### config.mk
export PLATFORM = sky130hd
export DESIGN_NAME = pmlod_ctrl
export DESIGN_NICKNAME = d
export VERILOG_FILES = /design/src/rtl/pmlod_pkg.sv /design/src/rtl/pmlod_ctrl.sv
export SDC_FILE = /design/constraint.sdc
export NUM_CORES = 1
export LEC_CHECK = 0
export BUFFER_PORTS_ARGS = -buffer_cell sky130_fd_sc_hd__buf_2
export CAP_MARGIN = 20
export CORE_MARGIN = 3
export CORE_UTILIZATION = 40
export DETAILED_ROUTE_END_ITERATION = 10
export GPL_ROUTABILITY_DRIVEN = 0
export GPL_TIMING_DRIVEN = 0
export PLACE_DENSITY = 0.71
export SYNTH_ARGS = -nofsm -noshare
export SYNTH_HDL_FRONTEND = slang
export SYNTH_SLANG_ARGS = --single-unit
### constraint.sdc
create_clock -name clk -period 2.34 [get_ports clk]
set_clock_uncertainty 0.15 [all_clocks]
set_input_delay 0.117 -clock clk [delete_from_list [all_inputs] [get_ports clk]]
set_output_delay 0.117 -clock clk [all_outputs]
set_load 0.1 [all_outputs]
### src/rtl/pmlod_pkg.sv
// ----------------------------------------------------------------------------
// pmlod_pkg
// Shared types and constants of the progressive mesh LOD index updater:
// item kinds, register indexes, the packed collapse record and the
// command/status bundles between controller and datapath.
// ----------------------------------------------------------------------------
`default_nettype none

package pmlod_pkg;

  typedef enum logic [2:0] {
    KIND_LOAD_COLLAPSE = 3'd0,
    KIND_LOAD_CHANGE   = 3'd1,
    KIND_LOAD_INDEX    = 3'd2,
    KIND_LOAD_POINT    = 3'd3,
    KIND_RESTART       = 3'd4,
    KIND_SET_VERTICES  = 3'd5,
    KIND_SET_DISTANCE  = 3'd6,
    KIND_READ_INDEX    = 3'd7
  } kind_t;

  localparam logic [1:0] CFG_COLLAPSE_COUNT  = 2'd0;
  localparam logic [1:0] CFG_BASE_VERTICES   = 2'd1;
  localparam logic [1:0] CFG_BASE_INDICES    = 2'd2;
  localparam logic [1:0] CFG_LOD_POINT_COUNT = 2'd3;

  localparam logic [31:0] FULL_DETAIL = 32'h7fff_ffff;
  localparam int          DIV_BITS    = 48;

  typedef struct packed {
    logic        force_split;
    logic [15:0] collapse_target;
    logic [13:0] change_count;
    logic [13:0] change_start;
    logic [13:0] indices_to_lose;
    logic [15:0] verts_to_lose;
  } rec_t;

  typedef struct packed {
    logic capture;
    logic exec;
    logic tgt_value;
    logic tgt_full;
    logic tgt_point;
    logic tgt_interp;
    logic lod_eval;
    logic lod_next;
    logic mul;
    logic div_step;
    logic fetch;
    logic fetch_dn;
    logic split;
    logic collapse;
    logic rw_step;
    logic rd_capture;
    logic out_load;
  } cmd_t;

  typedef struct packed {
    kind_t kind;
    logic  lod_none;
    logic  lod_first_lt;
    logic  lod_last;
    logic  lod_last_below;
    logic  lod_found;
    logic  div_done;
    logic  tgt_gt_av;
    logic  tgt_lt_av;
    logic  sp_zero;
    logic  sp_ge_eff;
    logic  rec_over;
    logic  rec_force;
    logic  rw_done;
  } sts_t;

endpackage

`default_nettype wire

### src/rtl/pmlod_ctrl.sv
// ----------------------------------------------------------------------------
// pmlod_ctrl
// Controller: sequences each transaction through load, read, distance
// interpolation and the split/collapse walk, and owns the handshakes.
// ----------------------------------------------------------------------------
`default_nettype none

module pmlod_ctrl (
  input  wire logic            clk,
  input  wire logic            rst_n,
  input  wire logic            in_valid,
  output logic                 in_stall,
  output logic                 out_valid,
  input  wire logic            out_stall,
  input  wire pmlod_pkg::sts_t sts,
  output pmlod_pkg::cmd_t      cmd
);

  typedef enum logic [10:0] {
    S_IDLE  = 11'b000_0000_0001,
    S_EXEC  = 11'b000_0000_0010,
    S_READ  = 11'b000_0000_0100,
    S_LOD   = 11'b000_0000_1000,
    S_MUL   = 11'b000_0001_0000,
    S_DIV   = 11'b000_0010_0000,
    S_CMP   = 11'b000_0100_0000,
    S_FETCH = 11'b000_1000_0000,
    S_REC   = 11'b001_0000_0000,
    S_RW    = 11'b010_0000_0000,
    S_DONE  = 11'b100_0000_0000
  } state_t;

  typedef enum logic [1:0] {
    MODE_UP    = 2'd0,
    MODE_DOWN  = 2'd1,
    MODE_FORCE = 2'd2
  } mode_t;

  state_t state_r, state_nxt;
  mode_t  mode_r, mode_nxt;
  logic   out_valid_r, out_valid_nxt;

  assign in_stall  = state_r != S_IDLE;
  assign out_valid = out_valid_r;

  always_comb begin
    cmd       = '0;
    state_nxt = state_r;
    mode_nxt  = mode_r;
    case (state_r)
      S_IDLE: begin
        if (in_valid) begin
          cmd.capture = 1'b1;
          state_nxt   = S_EXEC;
        end
      end
      S_EXEC: begin
        cmd.exec = 1'b1;
        case (sts.kind)
          pmlod_pkg::KIND_SET_VERTICES: begin
            cmd.tgt_value = 1'b1;
            state_nxt     = S_CMP;
          end
          pmlod_pkg::KIND_SET_DISTANCE: begin
            if (sts.lod_none) begin
              cmd.tgt_full = 1'b1;
              state_nxt    = S_CMP;
            end else begin
              state_nxt = S_LOD;
            end
          end
          pmlod_pkg::KIND_READ_INDEX: state_nxt = S_READ;
          default:                    state_nxt = S_DONE;
        endcase
      end
      S_READ: begin
        cmd.rd_capture = 1'b1;
        state_nxt      = S_DONE;
      end
      S_LOD: begin
        cmd.lod_eval = 1'b1;
        if (sts.lod_first_lt) begin
          cmd.tgt_point = 1'b1;
          state_nxt     = S_CMP;
        end else if (sts.lod_last) begin
          if (sts.lod_last_below) begin
            cmd.tgt_point = 1'b1;
            state_nxt     = S_CMP;
          end else if (sts.lod_found) begin
            state_nxt = S_MUL;
          end else begin
            // distance not bracketed: counts stay as they are
            state_nxt = S_DONE;
          end
        end else begin
          cmd.lod_next = 1'b1;
        end
      end
      S_MUL: begin
        cmd.mul   = 1'b1;
        state_nxt = S_DIV;
      end
      S_DIV: begin
        if (sts.div_done) begin
          cmd.tgt_interp = 1'b1;
          state_nxt      = S_CMP;
        end else begin
          cmd.div_step = 1'b1;
        end
      end
      S_CMP: begin
        if (sts.tgt_gt_av) begin
          mode_nxt  = MODE_UP;
          state_nxt = S_FETCH;
        end else if (sts.tgt_lt_av) begin
          mode_nxt  = MODE_DOWN;
          state_nxt = S_FETCH;
        end else begin
          state_nxt = S_DONE;
        end
      end
      S_FETCH: begin
        if ((mode_r == MODE_UP) && !sts.tgt_gt_av) begin
          mode_nxt = MODE_FORCE;
        end else if ((mode_r == MODE_DOWN) && (!sts.tgt_lt_av || sts.sp_zero)) begin
          mode_nxt = MODE_FORCE;
        end
        cmd.fetch    = 1'b1;
        cmd.fetch_dn = mode_nxt == MODE_DOWN;
        state_nxt    = S_REC;
      end
      S_REC: begin
        case (mode_r)
          MODE_UP: begin
            if (sts.rec_over || sts.sp_ge_eff) begin
              mode_nxt  = MODE_FORCE;
              state_nxt = S_FETCH;
            end else begin
              cmd.split = 1'b1;
              state_nxt = S_RW;
            end
          end
          MODE_DOWN: begin
            cmd.collapse = 1'b1;
            state_nxt    = S_RW;
          end
          default: begin
            if (sts.rec_force && !sts.sp_ge_eff) begin
              cmd.split = 1'b1;
              state_nxt = S_RW;
            end else begin
              state_nxt = S_DONE;
            end
          end
        endcase
      end
      S_RW: begin
        cmd.rw_step = 1'b1;
        if (sts.rw_done) begin
          state_nxt = S_FETCH;
        end
      end
      S_DONE: begin
        if (!out_valid_r || !out_stall) begin
          cmd.out_load = 1'b1;
          state_nxt    = S_IDLE;
        end
      end
      default: state_nxt = S_IDLE;
    endcase
  end

  assign out_valid_nxt = cmd.out_load || (out_valid_r && out_stall);

  always_ff @(posedge clk) begin
    if (!rst_n) begin
      state_r     <= S_IDLE;
      mode_r      <= MODE_UP;
      out_valid_r <= 1'b0;
    end else begin
      state_r     <= state_nxt;
      mode_r      <= mode_nxt;
      out_valid_r <= out_valid_nxt;
    end
  end

endmodule

`default_nettype wire

# After elaboration in Yosys (flattened, before gate mapping)
# Cells that the tools add are included.
[word_totals]
regBits = 14
wordCells = 97
[op_classes]
n_eq_ne = 25
n_mux = 52
n_reduce_logical = 17
[ops]
columns = ["op", "count"]
rows = [
  ["$mux 11", 11],
  ["$pmux 11 s11", 1],
  ["$pmux 11 s3", 1],
  ["$mux 1", 23],
  ["$pmux 11 s2", 1],
  ["$mux 2", 10],
  ["$ne 2x2->1 const B", 6],
  ["$eq 11x1->1 const B", 1],
  ["$eq 11x10->1 const B", 1],
  ["$eq 11x11->1 const B", 1],
  ["$eq 11x2->1 const B", 1],
  ["$eq 11x3->1 const B", 1],
  ["$eq 11x4->1 const B", 1],
  ["$eq 11x5->1 const B", 1],
  ["$eq 11x6->1 const B", 1],
  ["$eq 11x7->1 const B", 1],
  ["$eq 11x8->1 const B", 1],
  ["$eq 11x9->1 const B", 1],
  ["$ne 11x1->1 const B", 1],
  ["$mux 10", 1],
  ["$eq 3x3->1 const B", 3],
  ["$mux 7", 1],
  ["$ne 3x3->1 const B", 2],
  ["$pmux 2 s3", 1],
  ["10 further kinds", 21],
]

# Logic depth before layout (Yosys ltp)
# Gate-level depths: netlist (run 1).
[logic_depth]
depth_word = 8
ltp_mapped = 8
mapped_depth_nobuf = 5

# Least setup slack after synthesis (run 1)
# No wires, ideal clock.
[synth_path]
path_type = "register to register"
from = "reg state_r[0]"
to = "reg state_r[10]"
arrival_ns = 4.547
stages_incl_launch_ff = 8
synth_period_minus_slack_ns = 4.836
setup_slack_ns = -2.496
required_ns = 2.051
cell_sequence = "dfxtp_1 -> or4_1 -> buf_6 -> nor4_1 -> a311o_1 -> or3_2 -> buf_6 -> o31ai_4"
[synth_via]
elab_chain_len = 3
[synth_lines]
columns = ["element", "line", "rtl"]
rows = [
  ["start: declaration", "pmlod_ctrl.sv:39", "state_t state_r, state_nxt;"],
  ["start signal: assignment", "pmlod_ctrl.sv:181", "state_r <= state_nxt;"],
  ["$eq 11x4->1, or another cell as far along", "pmlod_ctrl.sv:50", "case (state_r)"],
  ["$ne 3x3->1 (no source line) or $ne 2x2->1 (tied branches)", "-", ""],
  ["$reduce_and 5->1 (no source line)", "-", ""],
]
# Parallel ways exist; a longest one is shown, timed or not.
# A chain may end at the register's enable or synchronous reset.

==> summary.md, run 1 <==
| Metric | Value |
|---|---|
| Status | `finished with violations` |
| Violated checks | `negative setup slack` |
| Leading area contributor after synthesis | `dfxtp_1` |
| Hold crit path type | `in2reg` |
| Utilization after layout | `0.735` |
| Tmin final | `2490 ps` |
| Detailed placer's ending HPWL | `2720 µm` |
| Asr flop ratio synth | `0` |
| Clock Sinks | `14` |
| Core region area | `2810 µm²` |
| Yosys cell types | `56` |
| Setup-failing EPs final | `7` |
| Pwr Total | `787 µW` |
| Setup TNS | `-662 ps` |
| Fmax | `402 MHz` |
| Synth Net Count | `170` |
| Num CTS Buffers | `3` |
| Nets | `237` |
| Slew HR | `0.492` |
| Top post-synthesis cells by area | `dfxtp_1, nor2_1, buf_6` |
| Tcrit/Tclk final | `1.06` |
| Post-Place Cell Area | `1590 µm²` |
| CP Data Required Time | `2070 ps` |
| PwrDens | `381 nW/µm²` |
| CP startpoint kind | `register` |
| Setup ws final | `-150 ps` |
| Largest net degree at the start of global routing | `11` |
| Clock buffer depth | `2` |
| Final instance area | `2060 µm²` |
| Final WL | `4090 µm` |
| Max Cap Viol | `0` |
| H-tree depth | `1` |
| Slew at the pin with the worst max-slew slack | `759 ps` |
| Die area | `3710 µm²` |
| P_leak | `0.000820 µW` |
| Vias in the first global route | `1356` |
| ANT cells | `0` |
| Critical Path Start | `state_r[1]` |
| Vias per inst | `5.91` |
| DR vias | `1455` |
| Top-area cell type share of the netlist area | `0.232` |
| CP Capture Type | `output pin` |
| Fin. Hold Viols | `0` |
| Cells after synthesis | `150` |
| Post-synth EDFFs | `0` |
| Post-Syn Area | `1210 µm²` |
| Placed Cells | `219` |
| Die X | `60.9 µm` |
| GRT Overall Usage | `0.223` |
| #FFs+latches synth | `14` |
| Average wire per standard cell | `16.6 µm` |
| Port bufs | `38` |
| Num ports | `39` |
| Initial Utilization | `0.430` |
| DIE HEIGHT | `60.9 µm` |
| # DRC | `0` |
| Max VDD drop | `0.424 mV` |
| DRT iter0 DRCs | `75` |
| Slew Viols, Final | `0` |
| Max FO, Critical Path | `4` |
| Crit Path Class | `reg2out` |
| Finished Layout Cells | `246` |
| RSZ-0062 raised after global routing | `yes` |
| Std cell rows | `19` |
| Antenna-violating nets left | `0` |
| R2r startpoint | `state_r[1]` |
| First-pass GRT wire length | `6130 µm` |
| GRT Residual Overflow | `0` |
| Hold path startpoint | `sts[0]` |
| Sequential area share after synthesis | `0.232` |
| Ys flop type | `dfxtp_1` |
| Ratio of cells with drive above 1 in the final layout | `0.563` |
| # fillers | `203` |
| Clock root buffer | `clkbuf_4` |
| DR pass1 iterations | `4` |
| Syn. warnings | `0` |
| Mean post-synth cell area | `8.05 µm²` |
| Later-pin clock latency in the skew report | `290 ps` |
| Area Overhead vs Synth | `70.8%` |
| Initial antenna violation count | `0` |
| CTS tree | `done` |
| CP arrival | `2220 ps` |
| Clk slew on worst S/H paths | `80 ps` |
registers in the layout (all words and copies together) (netlist names):
register   cells
mode_r         2
state_r       11
out_valid      1
routing by layer:
layer,track usage,wire (µm),part of all wire,vias to the layer above
met5,0,0,0,-
met4,0.127,76,0.019,0
met3,0.0234,207,0.051,7
met2,0.383,2160,0.53,48
met1,0.269,1650,0.40,703
li1,-,-,-,697
what timing repair did:
action | in CTS | in global routing
hold buffers | 6 | 0
setup buffers | 10 | 10
cloned | 1 | 0
endpoints found under the hold margin | 6 | 0
setup endpoints to repair | 17 | 19
gates resized for setup | 51 | 26
pin swaps | 10 | 12
power by group:
group          switching (µW)  internal [µW]  leakage (µW)  total [µW]
clock                    81.2           60.0     0.0000138         141
sequential               5.68            245      0.000118         251
combinational             233            162      0.000688         395
cells in the mapped netlist (3+ instances only):
cell type,count
inv_1,7
o21ai_0,8
buf_6,4
clkbuf_1,3
nor4_1,5
nor3_2,3
a21oi_1,5
nor3_1,8
nor4b_1,3
nor2_1,17
or2_2,5
a2111oi_0,3
nand2_1,8
dfxtp_1,14
nand2b_1,5
logic make-up (layout without fill, tap and decap cells):
kind of cell,count (synthesis),count (layout),share of synthesized area
and+or+nand+nor,84,84,0.464
AOI/OAI and AO/OA,33,33,0.199
buffers and inverters,15,80,0.0725
DFF,14,14,0.232
xor gates and xnor gates,2,2,0.0145
muxes,2,2,0.0176
placed cells by master, fill, tap and decap left out, types with 2 or more instances in the layout:
cell,n
buf_2,21
a311oi_1,2
a22oi_1,2
buf_12,10
dfxtp_4,5
o21ai_0,5
nor2_4,6
dfxtp_2,4
nor3_2,3
xor2_1,2
buf_6,5
dfxtp_1,5
or2_2,5
nor3_1,5
nor4b_4,2
nand4_1,2
or4_4,3
inv_1,7
nor4_4,3
o21ai_1,3
buf_4,22
nand2b_1,5
nor2_1,11
nand2_1,7
or3_1,2
clkbuf_4,6
nor3_4,3
dlygate4sd3_1,6
a21oi_1,5
nor4_1,3
or3_4,3
through the flow:
| step | hold WS, ps | setup slack (ps) |
|---|---|---|
| floorplan | 46.9 | -810 |
| global placement | 218 | -110 |
| detailed placement | 223 | -201 |
| CTS | 4.66 | -129 |
| global route | 22.2 | -204 |
| finish | 8.33 | -150 |
layout make-up:
cell class / count / area [µm²] / area share
plain buffers: 6 / 62.6 / 0.0303
clock buffers: 3 / 22.5 / 0.0109
inverters: 7 / 26.3 / 0.0127
multi-input cells: 121 / 1030 / 0.499
flip-flops and latches: 14 / 304 / 0.147
well taps: 31 / 38.8 / 0.0188
repair buffers: 64 / 579 / 0.281
worst max-delay path, cell delays in order, from the launching register on:
cell and delay, ps:
dfxtp_4 350, or4_4 530, buf_6 140, or3_1 310, clkbuf_8 160, nor3b_4 230, buf_12 200
final timing paths:
check                 to  slack (ps)  depth (start not counted)
min reg2reg    out_valid         460                          2
max               cmd[3]        -150                          6
min           state_r[9]           8                          4
max reg2reg  state_r[10]          50                          8
(Power assumes the default switching activity.)
==> inputs of run 2 (changes only) <==
- CORE_UTILIZATION: 40 -> 45
- PLACE_DENSITY: 0.71 -> 0.78
==> run 2 against run 1 <==
  * The flow still finishes with violations (negative setup slack)
  * Sequential power barely moved
  * Combinational power rose by 6.6%
  * Highest routed layer unchanged
  * Design area rose by 2.1%
  * Fmax barely moved
  * Wire length rose by 23%
  * Flip-flop and latch count did not move
  * Register-to-register slack got worse by 200 ps
==> summary.md, run 2 (same netlist as run 1, synthesis figures left out) <==
| Metric | Value |
|---|---|
| Crit Path Class | `reg2reg` |
| Most common cell after layout, fill and taps aside | `buf_4` |
| Setup TNS | `-923 ps (-261 ps)` |
| R2r startpoint | `state_r[5]` |
| Initial Utilization | `0.479 (+0.0483)` |
| Antenna-violating nets left | `0 (unchanged)` |
| Std cell rows | `18 (-1)` |
| Detailed placer's ending HPWL | `2770 µm (+1.9%)` |
| Violated checks | `negative setup slack` |
| Slew Viols, Final | `0 (unchanged)` |
| DR vias | `1620 (+11%)` |
| First-pass GRT wire length | `7020 µm (+15%)` |
| Num CTS Buffers | `3 (unchanged)` |
| DIE HEIGHT | `57.8 µm (-5.2%)` |
| Slew at the pin with the worst max-slew slack | `783 ps (+23.8 ps)` |
| Slew HR | `0.464 (-0.0281)` |
| Ratio of cells with drive above 1 in the final layout | `0.561 (-0.00170)` |
| P_leak | `0.000834 µW (+1.7%)` |
| Tcrit/Tclk final | `1.06 (about the same)` |
| Largest net degree at the start of global routing | `11 (unchanged)` |
| # fillers | `138 (-32%)` |
| Most flop-heavy register | `state_r` |
| Fmax | `402 MHz (about the same)` |
| Average wire per standard cell | `20.0 µm (+20%)` |
| Setup ws final | `-149 ps (+1.14 ps)` |
| Pwr Total | `868 µW (+10%)` |
| Finished Layout Cells | `251 (+2.0%)` |
| Port bufs | `38 (unchanged)` |
| CP arrival | `2530 ps (+310 ps)` |
| DRT iter0 DRCs | `106 (+41%)` |
| Clock Sinks | `14 (unchanged)` |
| Leading cell types in the layout, fill and taps excluded | `buf_4, buf_2, nor2_1, buf_12, dlygate4sd3_1` |
| Clock buffer depth | `2 (unchanged)` |
| Max reg flops | `11 (unchanged)` |
| Core region area | `2520 µm² (-10%)` |
| Fin. Hold Viols | `0 (unchanged)` |
| GRT Overall Usage | `0.268 (+0.0453)` |
| Tmin final | `2490 ps (-1.14 ps)` |
| CTS tree | `done` |
| Final WL | `5020 µm (+23%)` |
| Later-pin clock latency in the skew report | `300 ps (about the same)` |
| Clk slew on worst S/H paths | `100 ps (+20 ps)` |
| Initial antenna violation count | `0 (unchanged)` |
| CP Data Required Time | `2380 ps (+310 ps)` |
| Die area | `3340 µm² (-10%)` |
| CP Capture Type | `register` |
| Num ports | `39 (unchanged)` |
| PwrDens | `412 nW/µm² (+8.0%)` |
| Critical Path Start | `state_r[5]` |
| Placed Cells | `218 (-0.46%)` |
| Hold path startpoint | `sts[7]` |
| Vias per inst | `6.45 (+9.1%)` |
| Setup-failing EPs final | `12 (+5)` |
| Max VDD drop | `0.547 mV (+29%)` |
| # DRC | `0 (unchanged)` |
| Max FO, Critical Path | `4 (unchanged)` |
| ANT cells | `0 (unchanged)` |
| Area of the multi-input gates | `1010 µm² (-1.3%)` |
| Die X | `57.8 µm (-5.2%)` |
| DR pass1 iterations | `5 (+1)` |
| Clock root buffer | `clkbuf_4` |
| CP startpoint kind | `register` |
| H-tree depth | `1 (unchanged)` |
| GRT Residual Overflow | `0 (unchanged)` |
| Nets | `242 (+2.1%)` |
| Reg area | `302 µm² (-0.82%)` |
| Area Overhead vs Synth | `74.4%` |
| Vias in the first global route | `1516 (+12%)` |
| Status | `finished with violations` |
| Hold crit path type | `in2reg` |
| Max Cap Viol | `0 (unchanged)` |
| RSZ-0062 raised after global routing | `yes` |
run 2: timing repair:
item                                    in CTS  in global routing
hold buffers                                 8                  0
pin swaps                                   16                 12
resized for setup                           56                 15
gates cloned                                 1                  0
endpoints found under the setup margin      18                 24
endpoints found under the hold margin        6                  0
setup buffers                               14                  9
run 2: path summary, 6_finish.rpt:
path           endpoint  slack [ps]  cells after the start
min          state_r[5]           9                      3
max reg2reg   mode_r[0]        -150                      7
min reg2reg  state_r[8]         470                      2
max           mode_r[0]        -150                      7
run 2: critical path, cell delays in order, from the launching register on:
cell and delay [ps]:
dfxtp_4 380, buf_6 120, buf_4 140, nor4b_1 670
nand3_1 220, a21oi_1 280, nand2_1 120, o41ai_1 300
run 2: routing by layer:
metal	part of all wire	wire, µm	global-route usage	vias to the layer above
li1	-	-	-	711
met1	0.37	1860	0.308	777
met2	0.51	2560	0.487	104
met3	0.082	414	0.0557	28
met4	0.039	195	0.0960	0
met5	0	0	0	-
run 2: final cells by class:
class | count | share of cell area
plain buffers | 5 | 0.0232
repair buffers | 70 | 0.304
clock buffers | 4 | 0.0172
inverters | 7 | 0.0125
multi-input cells | 121 | 0.482
flip-flops and latches | 14 | 0.143
well taps | 30 | 0.0178
run 2: through the flow:
step                setup WS (ps)  hold slack, ps  area, µm²  utilization
floorplan                    -810            46.9       1360            -
global placement            -51.2             207       1590        0.631
detailed placement          -95.9             226       1590        0.631
CTS                          -150            2.65       2000        0.793
global route                 -271            11.6       2110        0.835
finish                       -149            8.57       2110        0.835
run 2: power by group:
part / internal, µW / switching [µW] / leakage, µW
clock network: 95.0 / 101 / 0.0000210
logic: 171 / 250 / 0.000696
registers: 245 / 5.86 / 0.000117
total: 512 / 356 / 0.000834
==> inputs of run 3 (changes only) <==
- CAP_MARGIN: 20 -> not set
- RECOVER_POWER: not set -> 100
==> run 3 against run 2 <==
  * The run still ends with negative setup slack left
  * Sequential share of layout area is 0.14 points lower
  * Worst setup slack got worse by 17 ps
  * Global-route usage did not move
  * Register-to-register slack got worse by 20 ps
  * Critical path depth stayed put
  * Final cell count unchanged
  * Count of clock-buffer cells in the layout is the same
==> summary.md, run 3 (same netlist as run 1, synthesis figures left out) <==
| Metric | Value |
|---|---|
| Crit Path Class | `reg2reg` |
| Vias per inst | `6.44 (-0.19%)` |
| Ratio of cells with drive above 1 in the final layout | `0.552 (-0.00905)` |
| Post-Place Cell Area | `1590 µm² (unchanged)` |
| Switch Pwr | `355 µW (-0.43%)` |
| Clk slew on worst S/H paths | `100 ps (about the same)` |
| Setup WS pre-CTS | `-95.9 ps (unchanged)` |
| CP Data Required Time | `2410 ps (+30 ps)` |
| Violated checks | `negative setup slack` |
| DIE HEIGHT | `57.8 µm (unchanged)` |
| Setup-failing EPs final | `12 (unchanged)` |
| Die X | `57.8 µm (unchanged)` |
| Worst path bufs/invs | `2 (unchanged)` |
| First-pass GRT wire length | `7020 µm (unchanged)` |
| Vias in the first global route | `1516 (unchanged)` |
| Detailed placer's ending HPWL | `2770 µm (unchanged)` |
| Initial antenna violation count | `0 (unchanged)` |
| Nets | `242 (unchanged)` |
| Slew HR | `0.234 (-0.231)` |
| Num CTS Buffers | `3 (unchanged)` |
| Final WL | `4990 µm (-0.74%)` |
| Clock root buffer | `clkbuf_4` |
| Slowest CP cell | `nor4b_1` |
| Antenna-violating nets left | `0 (unchanged)` |
| H-tree depth | `1 (unchanged)` |
| Critical Path Start | `state_r[5]` |
| Status | `finished with violations` |
| CP arrival | `2570 ps (+40 ps)` |
| Slew at the pin with the worst max-slew slack | `1150 ps (+371 ps)` |
| Tcrit/Tclk final | `1.07 (+0.00721)` |
| Hold WS | `6.73 ps (-1.84 ps)` |
| DR vias | `1617 (-0.19%)` |
| Utilization after layout | `0.833 (-0.00198)` |
| Fmax | `399 MHz (-0.67%)` |
| RSZ-0062 raised after global routing | `yes` |
| Max incr delay on CP | `700 ps (+30 ps)` |
| CP Capture Type | `register` |
| Most common cell after layout, fill and taps aside | `buf_4` |
| Clock buffer depth | `2 (unchanged)` |
| R2r startpoint | `state_r[5]` |
| Final instance area | `2100 µm² (-0.24%)` |
| Die area | `3340 µm² (unchanged)` |
| Hold path startpoint | `sts[7]` |
| Std cell rows | `18 (unchanged)` |
| DRT iter0 DRCs | `99 (-6.6%)` |
| Most flop-heavy register | `state_r` |
| Seq pwr share | `0.291 (+0.002)` |
| Largest net degree at the start of global routing | `11 (unchanged)` |
| Average wire per standard cell | `19.9 µm (-0.74%)` |
| Port bufs | `38 (unchanged)` |
| Finished Layout Cells | `251 (unchanged)` |
| Area Overhead vs Synth | `74.0%` |
| Core region area | `2520 µm² (unchanged)` |
| Max FO, Critical Path | `4 (unchanged)` |
| Max reg flops | `11 (unchanged)` |
| CP Cell Sequence | `buf_6 > buf_4 > nor4b_1 > nand3_1 > a211oi_1 > nor2_1 > a311oi_1` |
| Later-pin clock latency in the skew report | `300 ps (about the same)` |
| CTS tree | `done` |
| Switching share of power | `0.409 (-0.00145)` |
| Tmin final | `2510 ps (+16.9 ps)` |
| CP startpoint kind | `register` |
| Hold crit path type | `in2reg` |
| # DRC | `0 (unchanged)` |
| GRT Overall Usage | `0.268 (unchanged)` |
| Internal Power | `512 µW (+0.17%)` |
| Setup ws final | `-165 ps (-16.9 ps)` |
| Num ports | `39 (unchanged)` |
| Family with the most delay on the worst path | `simple AND/OR/NAND/NOR gates` |
| Leading cell types in the layout, fill and taps excluded | `buf_4, buf_2, nor2_1, buf_12` |
| P_leak | `0.000829 µW (-0.63%)` |
| Slew Viols, Final | `0 (unchanged)` |
| PwrDens | `413 nW/µm² (+0.17%)` |
| GRT Residual Overflow | `0 (unchanged)` |
| Placed Cells | `218 (unchanged)` |
| Initial Utilization | `0.479 (unchanged)` |
| Max VDD drop | `0.544 mV (-0.40%)` |
| Clock Sinks | `14 (unchanged)` |
| DR pass1 iterations | `5 (unchanged)` |
| Clock Power Share | `0.225 (about the same)` |
| Fin. Hold Viols | `0 (unchanged)` |
| ANT cells | `0 (unchanged)` |
| Max Cap Viol | `0 (unchanged)` |
| Logic pwr share | `0.484 (about the same)` |
## run 3: metrics by stage
stage | TNS [ps] | power (µW)
2_1_floorplan | -6780 | 505
5_1_grt | -2240 | 899
3_3_place_gp | -160 | 559
6_report | -1000 | 867
4_1_cts | -599 | 823
3_5_place_dp | -302 | 566
## run 3: tightest hold or removal path, cell delays in order
cell and delay [ps]:
buf_2 90, or3b_2 140, a211oi_1 80
## run 3: power groups by stage
stage	Clock [µW]	Sequential, µW	Combinational (µW)
6_report	195	252	420
5_1_grt	204	253	442
4_1_cts	193	252	378
3_5_place_dp	0	265	301
3_3_place_gp	0	264	295
2_1_floorplan	0	261	245
## run 3: area by class of cell
cell class	count	area, µm²
multi-input cells	121	1010
repair buffers	70	639
fillers	137	422
flip-flops and latches	14	298
plain buffers	5	48.8
well taps	30	37.5
clock buffers	4	36.3
inverters	7	26.3
## run 3: path summary, 6_finish.rpt
path,endpoint,slack (ps),cells past startpoint
setup / recovery,mode_r[1],-170,7
hold / removal,state_r[5],7,3
setup reg to reg,mode_r[1],-170,7
hold reg to reg,state_r[8],470,2
## run 3: layer usage
| metal | global-route usage | share of wire | vias to the layer above |
|---|---|---|---|
| met4 | 0.0960 | 0.031 | 0 |
| met3 | 0.0557 | 0.086 | 21 |
| met1 | 0.308 | 0.36 | 774 |
| met5 | 0 | 0 | - |
| li1 | - | - | 711 |
| met2 | 0.487 | 0.52 | 111 |
## run 3: timing repair
| action | CTS | global route |
|---|---|---|
| gates resized for setup | 56 | 15 |
| endpoints found under the hold margin | 6 | 0 |
| cloned | 1 | 0 |
| endpoints found under the setup margin | 18 | 24 |
| setup buffers | 14 | 9 |
| hold buffers | 8 | 0 |
| pin swaps | 16 | 12 |
